--- src/rtl/core/abts_pkg.sv ---
// Package for the array binary tree store.
// Holds field widths, operation and status codes, and reset constants.
// No dependencies.
package abts_pkg;

    localparam int NODE_COUNT_DEF = 127;

    localparam int OP_W    = 3;
    localparam int LAYER_W = 3;
    localparam int ORDER_W = 7;
    localparam int VAL_W   = 8;
    localparam int STAT_W  = 2;
    localparam int DEPTH_W = 3;
    localparam int POS_W   = 7;

    localparam int IN_DATA_W  = 24;
    localparam int OUT_DATA_W = 16;

    localparam logic [VAL_W-1:0]   EMPTY_RESET = 8'd32;
    localparam logic [DEPTH_W-1:0] DEPTH_MAX   = 3'd7;

    localparam logic [OP_W-1:0] OP_CLEAR  = 3'd0;
    localparam logic [OP_W-1:0] OP_WRITE  = 3'd1;
    localparam logic [OP_W-1:0] OP_READ   = 3'd2;
    localparam logic [OP_W-1:0] OP_PARENT = 3'd3;
    localparam logic [OP_W-1:0] OP_LCHILD = 3'd4;
    localparam logic [OP_W-1:0] OP_RCHILD = 3'd5;
    localparam logic [OP_W-1:0] OP_LSIB   = 3'd6;
    localparam logic [OP_W-1:0] OP_RSIB   = 3'd7;

    localparam logic [STAT_W-1:0] STAT_OK      = 2'd0;
    localparam logic [STAT_W-1:0] STAT_REFUSED = 2'd1;
    localparam logic [STAT_W-1:0] STAT_RANGE   = 2'd2;
    localparam logic [STAT_W-1:0] STAT_NOKEY   = 2'd3;

endpackage

--- src/rtl/core/abts_ram.sv ---
// Generic single-clock RAM with one write port and one registered read port.
// Used for the node store of the array binary tree store. No dependencies.
module abts_ram #(
    parameter int WIDTH = 8,
    parameter int DEPTH = 127
) (
    input  logic                                       clk,
    input  logic                                       we,
    input  logic [((DEPTH > 1) ? $clog2(DEPTH) : 1)-1:0] waddr,
    input  logic [WIDTH-1:0]                           wdata,
    input  logic [((DEPTH > 1) ? $clog2(DEPTH) : 1)-1:0] raddr,
    output logic [WIDTH-1:0]                           rdata
);

    logic [WIDTH-1:0] mem [DEPTH];

    always_ff @(posedge clk)
    begin
        if (we)
        begin
            mem[waddr] <= wdata;
        end
        rdata <= mem[raddr];
    end

endmodule

--- src/rtl/core/array_binary_tree_store.sv ---
// Array binary tree store: level-order byte tree kept in one RAM.
// Throughput: one item at a time; every item but a clear runs a scan of the store, one node
// per cycle through the single RAM read port, to find the key and the tree depth.
// Reset: a sweep writes the empty code 32 into every node; no item is accepted during the
// sweep, while configuration writes are taken.
// Depends on abts_pkg and abts_ram.
module array_binary_tree_store #(
    parameter int NODE_COUNT = abts_pkg::NODE_COUNT_DEF
) (
    input  logic                            clk,
    input  logic                            rst_n,
    input  logic                            s_axis_tvalid,
    output logic                            s_axis_tready,
    // op [2:0], layer [5:3], order [12:6], node_value [20:13], zero fill above.
    input  logic [abts_pkg::IN_DATA_W-1:0]  s_axis_tdata,
    output logic                            m_axis_tvalid,
    input  logic                            m_axis_tready,
    // result_value [7:0], status [9:8], tree_depth [12:10], zero fill above.
    output logic [abts_pkg::OUT_DATA_W-1:0] m_axis_tdata,
    input  logic                            cfg_valid,
    output logic                            cfg_ready,
    input  logic [abts_pkg::VAL_W-1:0]      cfg_data
);

    import abts_pkg::*;

    localparam int IDX_W = (NODE_COUNT > 1) ? $clog2(NODE_COUNT) : 1;
    localparam int CNT_W = $clog2(NODE_COUNT + 1);
    localparam int EXT_W = ((CNT_W > POS_W) ? CNT_W : POS_W) + 2;
    localparam logic [EXT_W-1:0] NODES    = EXT_W'(NODE_COUNT);
    localparam logic [CNT_W-1:0] LAST_IDX = CNT_W'(NODE_COUNT - 1);
    localparam logic [CNT_W-1:0] CNT_END  = CNT_W'(NODE_COUNT);

    localparam logic [3:0] ST_INIT = 4'd0;
    localparam logic [3:0] ST_IDLE = 4'd1;
    localparam logic [3:0] ST_CLR  = 4'd2;
    localparam logic [3:0] ST_PRE  = 4'd3;
    localparam logic [3:0] ST_EVAL = 4'd4;
    localparam logic [3:0] ST_SCAN = 4'd5;
    localparam logic [3:0] ST_REL  = 4'd6;
    localparam logic [3:0] ST_RELW = 4'd7;
    localparam logic [3:0] ST_DONE = 4'd8;

    function automatic logic [DEPTH_W-1:0] depth_of(input logic [CNT_W-1:0] cnt);
        int d;
        d = 0;
        for (int i = 0; i < CNT_W; i++)
        begin
            if (cnt[i])
            begin
                d = i + 1;
            end
        end
        if (d > 7)
        begin
            d = 7;
        end
        return DEPTH_W'(d);
    endfunction

    logic [3:0]         state_reg, state_next;
    logic [VAL_W-1:0]   empty_code_reg;
    logic [OP_W-1:0]    op_reg, op_next;
    logic [VAL_W-1:0]   key_reg, key_next;
    logic [EXT_W-1:0]   idx_reg, idx_next;
    logic               range_reg, range_next;
    logic [CNT_W-1:0]   cnt_reg, cnt_next;
    logic               pend_reg, pend_next;
    logic [CNT_W-1:0]   pend_idx_reg, pend_idx_next;
    logic [CNT_W-1:0]   last_nz_reg, last_nz_next;
    logic               found_reg, found_next;
    logic [CNT_W-1:0]   match_reg, match_next;
    logic [VAL_W-1:0]   root_reg, root_next;
    logic [2:0]         seq_reg, seq_next;
    logic               oob_reg, oob_next;
    logic [VAL_W-1:0]   val_reg [4];
    logic [VAL_W-1:0]   val_next [4];
    logic [VAL_W-1:0]   res_reg, res_next;
    logic [STAT_W-1:0]  st_reg, st_next;
    logic               out_valid_reg, out_valid_next;
    logic [VAL_W-1:0]   out_res_reg, out_res_next;
    logic [STAT_W-1:0]  out_st_reg, out_st_next;
    logic [DEPTH_W-1:0] out_depth_reg, out_depth_next;

    logic               ram_we;
    logic [IDX_W-1:0]   ram_waddr, ram_raddr;
    logic [VAL_W-1:0]   ram_wdata, ram_rdata;

    logic [OP_W-1:0]    in_op;
    logic [LAYER_W-1:0] in_layer;
    logic [ORDER_W-1:0] in_order;
    logic [VAL_W-1:0]   in_value;
    logic [POS_W-1:0]   row_len, pos_idx;
    logic               pos_ok, in_range;
    logic [EXT_W-1:0]   pos_ext, parent_ext, c1_ext, c2_ext, slot_ext, m_ext, rel_ext;
    logic               in_accept, refuse, key_hit;

    abts_ram #(
        .WIDTH (VAL_W),
        .DEPTH (NODE_COUNT)
    ) u_store (
        .clk   (clk),
        .we    (ram_we),
        .waddr (ram_waddr),
        .wdata (ram_wdata),
        .raddr (ram_raddr),
        .rdata (ram_rdata)
    );

    assign in_op    = s_axis_tdata[2:0];
    assign in_layer = s_axis_tdata[5:3];
    assign in_order = s_axis_tdata[12:6];
    assign in_value = s_axis_tdata[20:13];

    assign row_len  = (in_layer == '0) ? '0 : (POS_W'(1) << (in_layer - 3'd1));
    assign pos_ok   = (in_layer != '0) && (in_order != '0) && (in_order <= row_len);
    assign pos_idx  = row_len - POS_W'(1) + (in_order - ORDER_W'(1));
    assign pos_ext  = EXT_W'(pos_idx);
    assign in_range = pos_ok && (pos_ext < NODES);

    assign s_axis_tready = (state_reg == ST_IDLE);
    assign in_accept     = s_axis_tvalid && s_axis_tready;
    assign cfg_ready     = 1'b1;

    assign m_axis_tvalid = out_valid_reg;
    assign m_axis_tdata  = {3'b000, out_depth_reg, out_st_reg, out_res_reg};

    assign parent_ext = (idx_reg == '0) ? '0 : ((idx_reg - EXT_W'(1)) >> 1);
    assign c1_ext     = (idx_reg << 1) + EXT_W'(1);
    assign c2_ext     = (idx_reg << 1) + EXT_W'(2);

    assign m_ext = EXT_W'(match_reg);

    always_comb
    begin
        case (seq_reg[1:0])
            2'd0:    slot_ext = idx_reg;
            2'd1:    slot_ext = parent_ext;
            2'd2:    slot_ext = c1_ext;
            default: slot_ext = c2_ext;
        endcase
    end

    always_comb
    begin
        case (op_reg)
            OP_PARENT: rel_ext = (m_ext - EXT_W'(1)) >> 1;
            OP_LCHILD: rel_ext = (m_ext << 1) + EXT_W'(1);
            OP_RCHILD: rel_ext = (m_ext << 1) + EXT_W'(2);
            OP_LSIB:   rel_ext = m_ext - EXT_W'(1);
            default:   rel_ext = m_ext + EXT_W'(1);
        endcase
    end

    assign refuse = ((key_reg != empty_code_reg) && (idx_reg != '0)
                     && (val_reg[1] == empty_code_reg))
                 || ((key_reg == empty_code_reg)
                     && ((val_reg[2] != empty_code_reg) || (val_reg[3] != empty_code_reg)));

    always_comb
    begin
        key_hit = (key_reg != empty_code_reg) && (ram_rdata == key_reg) && !found_reg;
        case (op_reg)
            OP_PARENT: key_hit = key_hit && (pend_idx_reg != '0);
            OP_LSIB:   key_hit = key_hit && (pend_idx_reg != '0) && !pend_idx_reg[0];
            OP_RSIB:   key_hit = key_hit && pend_idx_reg[0];
            default:   key_hit = key_hit;
        endcase
    end

    always_comb
    begin
        state_next     = state_reg;
        op_next        = op_reg;
        key_next       = key_reg;
        idx_next       = idx_reg;
        range_next     = range_reg;
        cnt_next       = cnt_reg;
        pend_next      = pend_reg;
        pend_idx_next  = pend_idx_reg;
        last_nz_next   = last_nz_reg;
        found_next     = found_reg;
        match_next     = match_reg;
        root_next      = root_reg;
        seq_next       = seq_reg;
        oob_next       = oob_reg;
        val_next       = val_reg;
        res_next       = res_reg;
        st_next        = st_reg;
        out_valid_next = out_valid_reg;
        out_res_next   = out_res_reg;
        out_st_next    = out_st_reg;
        out_depth_next = out_depth_reg;
        ram_we         = 1'b0;
        ram_waddr      = cnt_reg[IDX_W-1:0];
        ram_wdata      = empty_code_reg;
        ram_raddr      = '0;

        if (out_valid_reg && m_axis_tready)
        begin
            out_valid_next = 1'b0;
        end

        case (state_reg)
            ST_INIT:
            begin
                ram_we    = 1'b1;
                ram_wdata = EMPTY_RESET;
                cnt_next  = cnt_reg + CNT_W'(1);
                if (cnt_reg == LAST_IDX)
                begin
                    state_next = ST_IDLE;
                end
            end
            ST_IDLE:
            begin
                if (in_accept)
                begin
                    op_next      = in_op;
                    key_next     = in_value;
                    idx_next     = pos_ext;
                    range_next   = in_range;
                    cnt_next     = '0;
                    seq_next     = '0;
                    pend_next    = 1'b0;
                    last_nz_next = '0;
                    found_next   = 1'b0;
                    res_next     = empty_code_reg;
                    st_next      = STAT_OK;
                    case (in_op)
                        OP_CLEAR: state_next = ST_CLR;
                        OP_WRITE,
                        OP_READ:  state_next = in_range ? ST_PRE : ST_EVAL;
                        default:  state_next = ST_SCAN;
                    endcase
                end
            end
            ST_CLR:
            begin
                ram_we   = 1'b1;
                cnt_next = cnt_reg + CNT_W'(1);
                if (cnt_reg == LAST_IDX)
                begin
                    last_nz_next = '0;
                    state_next   = ST_DONE;
                end
            end
            ST_PRE:
            begin
                if (seq_reg != 3'd4)
                begin
                    ram_raddr = (slot_ext < NODES) ? slot_ext[IDX_W-1:0] : '0;
                    oob_next  = !(slot_ext < NODES);
                end
                if (seq_reg != 3'd0)
                begin
                    val_next[2'(seq_reg - 3'd1)] = oob_reg ? empty_code_reg : ram_rdata;
                end
                seq_next = seq_reg + 3'd1;
                if (seq_reg == 3'd4)
                begin
                    state_next = ST_EVAL;
                end
            end
            ST_EVAL:
            begin
                if (!range_reg)
                begin
                    res_next = empty_code_reg;
                    st_next  = STAT_RANGE;
                end
                else if (op_reg == OP_READ)
                begin
                    res_next = val_reg[0];
                    st_next  = STAT_OK;
                end
                else if (refuse)
                begin
                    res_next = val_reg[0];
                    st_next  = STAT_REFUSED;
                end
                else
                begin
                    ram_we    = 1'b1;
                    ram_waddr = idx_reg[IDX_W-1:0];
                    ram_wdata = key_reg;
                    res_next  = key_reg;
                    st_next   = STAT_OK;
                end
                cnt_next   = '0;
                state_next = ST_SCAN;
            end
            ST_SCAN:
            begin
                if (cnt_reg != CNT_END)
                begin
                    ram_raddr     = cnt_reg[IDX_W-1:0];
                    pend_next     = 1'b1;
                    pend_idx_next = cnt_reg;
                    cnt_next      = cnt_reg + CNT_W'(1);
                end
                else
                begin
                    pend_next = 1'b0;
                end
                if (pend_reg)
                begin
                    if (ram_rdata != empty_code_reg)
                    begin
                        last_nz_next = pend_idx_reg + CNT_W'(1);
                    end
                    if (pend_idx_reg == '0)
                    begin
                        root_next = ram_rdata;
                    end
                    if (key_hit)
                    begin
                        found_next = 1'b1;
                        match_next = pend_idx_reg;
                    end
                end
                if ((cnt_reg == CNT_END) && !pend_reg)
                begin
                    if ((op_reg == OP_WRITE) || (op_reg == OP_READ))
                    begin
                        state_next = ST_DONE;
                    end
                    else if ((root_reg == empty_code_reg) || !found_reg)
                    begin
                        res_next   = empty_code_reg;
                        st_next    = STAT_NOKEY;
                        state_next = ST_DONE;
                    end
                    else
                    begin
                        state_next = ST_REL;
                    end
                end
            end
            ST_REL:
            begin
                st_next = STAT_OK;
                if (rel_ext < NODES)
                begin
                    ram_raddr  = rel_ext[IDX_W-1:0];
                    state_next = ST_RELW;
                end
                else
                begin
                    res_next   = empty_code_reg;
                    state_next = ST_DONE;
                end
            end
            ST_RELW:
            begin
                res_next   = ram_rdata;
                state_next = ST_DONE;
            end
            ST_DONE:
            begin
                if (!out_valid_reg || m_axis_tready)
                begin
                    out_valid_next = 1'b1;
                    out_res_next   = res_reg;
                    out_st_next    = st_reg;
                    out_depth_next = depth_of(last_nz_reg);
                    state_next     = ST_IDLE;
                end
            end
            default:
            begin
                state_next = ST_IDLE;
            end
        endcase
    end

    always_ff @(posedge clk or negedge rst_n)
    begin
        if (!rst_n)
        begin
            state_reg      <= ST_INIT;
            empty_code_reg <= EMPTY_RESET;
            op_reg         <= OP_CLEAR;
            key_reg        <= '0;
            idx_reg        <= '0;
            range_reg      <= 1'b0;
            cnt_reg        <= '0;
            pend_reg       <= 1'b0;
            pend_idx_reg   <= '0;
            last_nz_reg    <= '0;
            found_reg      <= 1'b0;
            match_reg      <= '0;
            root_reg       <= '0;
            seq_reg        <= '0;
            oob_reg        <= 1'b0;
            for (int i = 0; i < 4; i++)
            begin
                val_reg[i] <= '0;
            end
            res_reg        <= '0;
            st_reg         <= STAT_OK;
            out_valid_reg  <= 1'b0;
            out_res_reg    <= '0;
            out_st_reg     <= STAT_OK;
            out_depth_reg  <= '0;
        end
        else
        begin
            state_reg      <= state_next;
            if (cfg_valid && cfg_ready)
            begin
                empty_code_reg <= cfg_data;
            end
            op_reg         <= op_next;
            key_reg        <= key_next;
            idx_reg        <= idx_next;
            range_reg      <= range_next;
            cnt_reg        <= cnt_next;
            pend_reg       <= pend_next;
            pend_idx_reg   <= pend_idx_next;
            last_nz_reg    <= last_nz_next;
            found_reg      <= found_next;
            match_reg      <= match_next;
            root_reg       <= root_next;
            seq_reg        <= seq_next;
            oob_reg        <= oob_next;
            val_reg        <= val_next;
            res_reg        <= res_next;
            st_reg         <= st_next;
            out_valid_reg  <= out_valid_next;
            out_res_reg    <= out_res_next;
            out_st_reg     <= out_st_next;
            out_depth_reg  <= out_depth_next;
        end
    end

    a_write_in_store: assert property (@(posedge clk) disable iff (!rst_n)
        ram_we |-> (EXT_W'(ram_waddr) < NODES))
        else $error("Node store written beyond its depth.");

    a_scan_read_only: assert property (@(posedge clk) disable iff (!rst_n)
        (state_reg == ST_SCAN) |-> !ram_we)
        else $error("Node store written during a scan.");

    a_result_from_done: assert property (@(posedge clk) disable iff (!rst_n)
        $rose(out_valid_reg) |-> ($past(state_reg) == ST_DONE))
        else $error("Result raised outside the completion step.");

    a_accept_leaves_idle: assert property (@(posedge clk) disable iff (!rst_n)
        (s_axis_tvalid && s_axis_tready) |=> (state_reg != ST_IDLE))
        else $error("Accepted transaction did not start processing.");

endmodule

--- config.mk ---
export PLATFORM = sky130hd
export DESIGN_NAME = array_binary_tree_store
export DESIGN_NICKNAME = d
export VERILOG_FILES = /design/src/rtl/core/abts_pkg.sv /design/src/rtl/core/abts_ram.sv /design/src/rtl/core/array_binary_tree_store.sv
export SDC_FILE = /design/constraint.sdc
export NUM_CORES = 2
export LEC_CHECK = 0
export ABC_CLOCK_PERIOD_IN_PS = 14600
export BUFFER_PORTS_ARGS = -buffer_cell sky130_fd_sc_hd__buf_2
export CAP_MARGIN = 20
export CORE_MARGIN = 5
export CORE_UTILIZATION = 50
export CTS_CLUSTER_SIZE = 40
export DETAILED_ROUTE_END_ITERATION = 16
export GPL_TIMING_DRIVEN = 0
export PLACE_DENSITY = 0.65
export SLEW_MARGIN = 40
export SYNTH_ARGS = -nofsm -noshare
export SYNTH_HDL_FRONTEND = slang
export SYNTH_SLANG_ARGS = --single-unit
--- constraint.sdc ---
create_clock -name clk -period 14.6 [get_ports clk]
set_input_delay 2.19 -clock clk [delete_from_list [all_inputs] [get_ports clk]]
set_output_delay 2.19 -clock clk [all_outputs]
set_load 0.02 [all_outputs]
Word-level counts from Yosys, hierarchy flattened
Memory sizes are Yosys's and may differ from the RTL's. A register that Yosys moved wholly into a read port is not among the register bits.
Cells that the tools add are included.

word-level totals
  flip-flop bits (word level) = 129
  RAM bits = 1016
  input bits = 37
  output and inout port bits = 19
  memories kept = 1

cells by class
  add/sub/neg operators = 15
  $lt $le $gt $ge = 7
  equal/unequal tests = 45
  shift operators = 1
  muxes and demuxes = 85
  bitwise logic cells = 1
  reductions and logical operators = 59

memories
  memory       depth  width  rd ports  clocked after Yosys merged registers in  wr ports  line            text
  u_store.mem  127    8      1         1                                        1         abts_ram.sv:15  logic [WIDTH-1:0] mem [DEPTH];

operators by type and width
  operator                                                        number
  two-way mux 32 bit                                              8
  two-way mux 8 bit                                               14
  two-way mux 7 bit                                               14
  case mux 7 bit (3 select lines)                                 2
  case mux 8 bit (5 select lines)                                 1
  two-way mux 4 bit                                               9
  case mux 4 bit (9 select lines)                                 1
  case mux 9 bit (4 select lines)                                 1
  bitwise mux 32 bit                                              1
  == test 8 bit                                                   4
  greater-than comparator 32 x 4 -> 1 bit, second input constant  1
  inequality test 8 bit                                           4
  case mux 7 bit (4 select lines)                                 1
  case mux 9 bit (3 select lines)                                 1
  inequality test 2 bit, second input constant                    12
  adder 8 x 1 -> 9 bit, second input constant                     2
  adder 8 x 2 -> 9 bit, second input constant                     2
  less-than comparator 9 x 7 -> 1 bit, second input constant      2
  demux 8 bit (select 2 bit)                                      1
  == test 4 x 3 -> 1 bit, second input constant                   4
  case mux 8 bit (2 select lines)                                 1
  subtractor 7 x 1 -> 8 bit, second input constant                2
  == test 3 bit, second input constant                            5
  logical AND 1 bit                                               15
  50 further kinds                                                105

Depth between registers and ports, before layout
  depth in word-level cells = 11
  gate-level depth with buffers = 22
  mapped depth without buffers = 18

Cells and area by module
Synthesis repeated with hierarchy kept, for this count alone.

unflattened totals
  cells, all modules = 2840
  area total of the unflattened synthesis = 48377.6 sq um

modules (own cells, without submodules)
  module                   instances  cells an instance  area an instance (sq um)  seq. area each (sq um)
  abts_ram                 1          1882               39800.7                   30669.4
  array_binary_tree_store  1          958                8577.0                    3229.3

Least setup slack after synthesis
No wires, ideal clock.

  kind = reg-to-reg
  start point = register idx_reg[0]
  end point = memory u_store.mem[0][5], data pin
  arrival = 5.833 ns
  path slack = 7.854 ns
  stages on the path, launching flop included = 15
  buffers on the path = 3
  period minus slack after synthesis = 6.746 ns
  cells stage by stage = dfrtp_1 > clkbuf_1 > inv_1 > ha_1 > nand2b_1 > nor2_1 > nor4_1 > nand4_1 > o21ai_0 > nor2_2 > inv_1 > nor2_1 > buf_2 > buf_2 > a22oi_1

between the ends
  word-level cells in the longest chain between the ends = 8

RTL lines
  element                          line                            text
  from (decl)                      array_binary_tree_store.sv:65   logic [EXT_W-1:0] idx_reg, idx_next;
  from (signal assigned)           array_binary_tree_store.sv:416  idx_reg <= idx_next;
  nonzero test 9 bit               array_binary_tree_store.sv:155  assign refuse = ((key_reg != empty_code_reg) && (idx_reg != '0)
  logical AND 1 bit                array_binary_tree_store.sv:155
  logical AND 1 bit                array_binary_tree_store.sv:156  && (val_reg[1] == empty_code_reg))
  logical OR 1 bit                 array_binary_tree_store.sv:157  || ((key_reg == empty_code_reg)
  two-way mux 8 bit                array_binary_tree_store.sv:277  else if (refuse)
  two-way mux 8 bit                array_binary_tree_store.sv:272  else if (op_reg == OP_READ)
  two-way mux 8 bit                array_binary_tree_store.sv:267  if (!range_reg)
  case mux 8 bit (2 select lines)  array_binary_tree_store.sv:204  case (state_reg)
  named net ram_wdata[5]           array_binary_tree_store.sv:87   logic [VAL_W-1:0] ram_wdata, ram_rdata;
  to (decl)                        abts_ram.sv:15

The timed path passes the listed nets, and every way through them passes these cells.

Final worst setup path
  start point = register match_reg[0]
  end point = register u_store.rdata[5], read port of u_store.mem

between the ends
  word-level cells in the longest chain between the ends = 5
  elaborated cells on any way between the ends = 8
  those cells by class = 4 x add/sub; 1 x order compare; 3 x mux

RTL lines
  element                                       line                            text
  from (decl)                                   array_binary_tree_store.sv:72   logic [CNT_W-1:0] match_reg, match_next;
  from (signal assigned)                        array_binary_tree_store.sv:423  match_reg <= match_next;
  adder 8 x 2 -> 9 bit (tied with other cells)  array_binary_tree_store.sv:149  OP_RCHILD: rel_ext = (m_ext << 1) + EXT_W'(2);
  case mux 9 bit (4 select lines) *             array_binary_tree_store.sv:146  case (op_reg)
  less-than comparator 9 x 7 -> 1 bit           array_binary_tree_store.sv:343  if (rel_ext < NODES)
  two-way mux 7 bit *                           array_binary_tree_store.sv:343
  case mux 7 bit (3 select lines) *             array_binary_tree_store.sv:204
  to (decl)                                     abts_ram.sv:12                  output logic [WIDTH-1:0] rdata

Mark *: on every way between the ends. The rest lies on a longest branch, timed or not.
A chain may end at the register's enable or synchronous reset.

==> impl_metrics.ini <==
[clocking]
cts_buffers = 118
clock_tree.root_cell = clkbuf_16
clock_latency_ns = 0.74
cts_buffer_depth = 3
cts.sinks = 1153
clk_pin_slew_ns = 0.06
cts_setup_buffers = 0
cts_tree = done
cts_resized = 0
htree_num_levels = 3
ctsHoldBuffers = 0

[logic_synthesis]
syn_inst = 4020
synth_ff_type = edfxtp_1
yosysSeqAreaShare = 0.6807
synth_most_common_cell = edfxtp_1
synth-edff-count = 1016
synth.area.top_cells = edfxtp_1 (61%), nand2_1 (6.5%), dfrtp_1 (6.4%)
syn-cell-area_um2 = 49800
ys_types = 92
yosys-top-cells-count = edfxtp_1 (1,016), nand2_1 (857), nand3_1 (286), nor2_1 (222), a21oi_1 (170)
syn_avg_cell_area_um2 = 12.39
async_reset_ff_frac = 0.1119
synth_top_area_share = 0.6126
ys_warn_count = 0
yosys_register_bits = 1153
synth_top_area_cell = edfxtp_1

[critical_path]
critPathRequiredTime_ns = 15.08
worstPathMaxFanout = 10
crit_buf_inv = 7
critPathSlowestCell = nor4_1
crit_top_cell = buf_2
critPathKind = reg2reg
cpLargestDelayFamily = buffers and inverters
slowest_delay_ns = 0.67
critPathCaptureType = register
startpoint_type = register
worstPathCellList = buf_2 -> inv_1 -> ha_1 -> or3b_1 -> buf_2 -> o21ai_1 -> a21oi_1 -> or4_1 -> o2111a_2 -> a31oi_4 -> a21o_1 -> buf_4 -> buf_2 -> buf_2 -> clkbuf_2 -> nand3_1 -> nand3_1 -> a31oi_1 -> nor4_1 -> a21oi_1
worst_ep_arrival_time_ns = 7.42

[layout]
finish.utilization = 0.5745
nets = 4299
largest_reg_flops = 1016
seq_area_um2 = 33900
design_area_um2 = 56620
syn2layout_area_growth_pct = 13.69
drive_above_1_share = 0.1629
multi_input_area_um2 = 14880
fill_cells = 8023

[power_and_ir_drop]
ir_drop_uv = 99.97
p_leak_nw = 20.37
p_per_area_nw_per_um2 = 121.1
p_total_mw = 6.858
clkPwrFrac = 0.440
pwr-share-seq = 0.530
pwr-share-comb = 0.029
p_sw_frac = 0.2152
internal_power_mw = 5.382
p_switching_mw = 1.476

[sta]
rsz0062_at_grt = no
fin_skew_ns = 0.04469
finalSetupViolCount = 0
worst_pin_slew_ns = 1.020
final.setup.tns_ns = 0
hold_slack_ns = 0.4756
fmax_mhz = 144.0
slew_headroom = 0.3194
finalCriticalPeriod_ns = 6.942
hold_viol = 0
fin_crit_sh = 0.4755
final_max_slew_viol_count = 0

[drt]
first_pass_iters = 6
wirelength_um = 203100
ant_nets = 0
dr.first_iter.drc_count = 6595
detail_route.wl_per_cell_um = 36.09
vias = 37580
via_per_inst = 6.679
drc = 0

[floorplan]
io_pins = 56
initial_core_util = 0.5053
die_area_um2 = 106000
die_h_um = 325.6
core_um2 = 98560
die_x_um = 325.6
rows = 115

[global_route]
grtUsageTotal = 0.3731
grt_pass1_vias = 34530
overflow = 0
grt_pass1_wl_um = 275700
grt_max_degree = 75
antenna_found_initial = 18

[placed_design]
place_hpwl_um = 140100
place_congestion = 1.067
io_buffers = 47
placed_area_um2 = 52700

[worst_hold_path]
hold_class = reg2reg

[job]
cap_violations = 0

[status]
outcome = finished clean
[worst register-to-register path: cells and delay by family, from the launching register on]
kind / cells / cell delay [ns]
adder cells (fa/ha/maj): 1 / 0.24
flip-flops: 1 / 0.38
buffers and inverters: 7 / 2.44
AND/OR/NAND/NOR: 5 / 1.83
AO/OA/AOI/OAI: 7 / 1.79
[path summary, 6_finish.rpt]
path | start | end | slack (ns) | cells past startpoint
max | match_reg[0] | u_store.rdata[5] | 7.66 | 20
min | st_reg[0] | st_reg[0] | 0.48 | 2
max reg2reg | match_reg[0] | u_store.rdata[5] | 7.66 | 20
min reg2reg | st_reg[0] | st_reg[0] | 0.48 | 2
max in group asynchronous | rst_n | empty_code_reg[5] | 12.47 | 2
min in group asynchronous | rst_n | out_depth_reg[1] | 1.37 | 1
[area by class of cell]
class                   instances  area share
diodes                         11   0.0004862
plain buffers                 274     0.02495
well taps                    1287     0.02844
clock buffers                 149     0.05661
repair buffers                 85     0.01383
multi-input cells            2542      0.2627
clock inverters                73     0.01074
inverters                      53    0.003514
flip-flops and latches       1153      0.5987
[cells in the final DEF (no fill, tap or decap), drive strengths merged, types with 9 or more instances in the layout]
| cell type | instances |
|---|---|
| a211oi | 16 |
| a21oi | 173 |
| a221oi | 26 |
| a22o | 10 |
| a22oi | 21 |
| a311oi | 16 |
| a31oi | 60 |
| a32oi | 64 |
| and3 | 22 |
| buf | 268 |
| clkbuf | 239 |
| clkinv | 50 |
| clkinvlp | 12 |
| dfrtp | 128 |
| diode | 11 |
| edfxtp | 1016 |
| ha | 34 |
| inv | 56 |
| mux2 | 56 |
| mux2i | 146 |
| nand2 | 857 |
| nand2b | 14 |
| nand3 | 286 |
| nand4 | 53 |
| nor2 | 224 |
| nor3 | 52 |
| nor3b | 9 |
| nor4 | 23 |
| o211ai | 9 |
| o21ai | 102 |
| o22ai | 36 |
| or2 | 21 |
| or3 | 18 |
| or4 | 12 |
| xnor2 | 45 |
| xor2 | 22 |
[kinds of logic (layout without fill, tap and decap cells)]
group	after synthesis	count (layout)	share of synthesized area
flip-flops	1153	1153	0.6807
other	2	15	0.0001508
buffers and inverters	327	634	0.03168
adder cells (fa/ha/maj)	36	36	0.009145
XOR/XNOR	67	67	0.01178
AND/OR/NAND/NOR	1621	1621	0.1425
multiplexers	202	202	0.04201
AO/OA/AOI/OAI	612	612	0.08208
[per-stage QoR]
stage | worst slack (ns) | std cells
final | 7.658 | 5627
after global routing | 7.734 | 5618
after CTS | 8.074 | 5616
after detailed placement | 8.098 | 5394
after global placement | 2.022 | 5356
after floorplan | 7.854 | 4022
[metal layers]
metal / GRT usage / vias up / wire, um
li1: - / 15310 / -
met1: 0.4898 / 18410 / 72620
met2: 0.5412 / 3124 / 85170
met3: 0.1279 / 731 / 29460
met4: 0.2208 / 12 / 15780
met5: 0 / - / 77
[power groups by stage]
| stage | registers (mW) | logic, mW | clock network (mW) |
|---|---|---|---|
| 6_report | 3.64 | 0.199 | 3.02 |
| 3_3_place_gp | 3.74 | 0.161 | 0 |
| 2_1_floorplan | 3.72 | 0.0856 | 0 |
| 3_5_place_dp | 3.71 | 0.194 | 0 |
| 5_1_grt | 3.64 | 0.210 | 3.16 |
| 4_1_cts | 3.64 | 0.195 | 3.01 |
No activity file was read; power rests on OpenSTA's default activity.
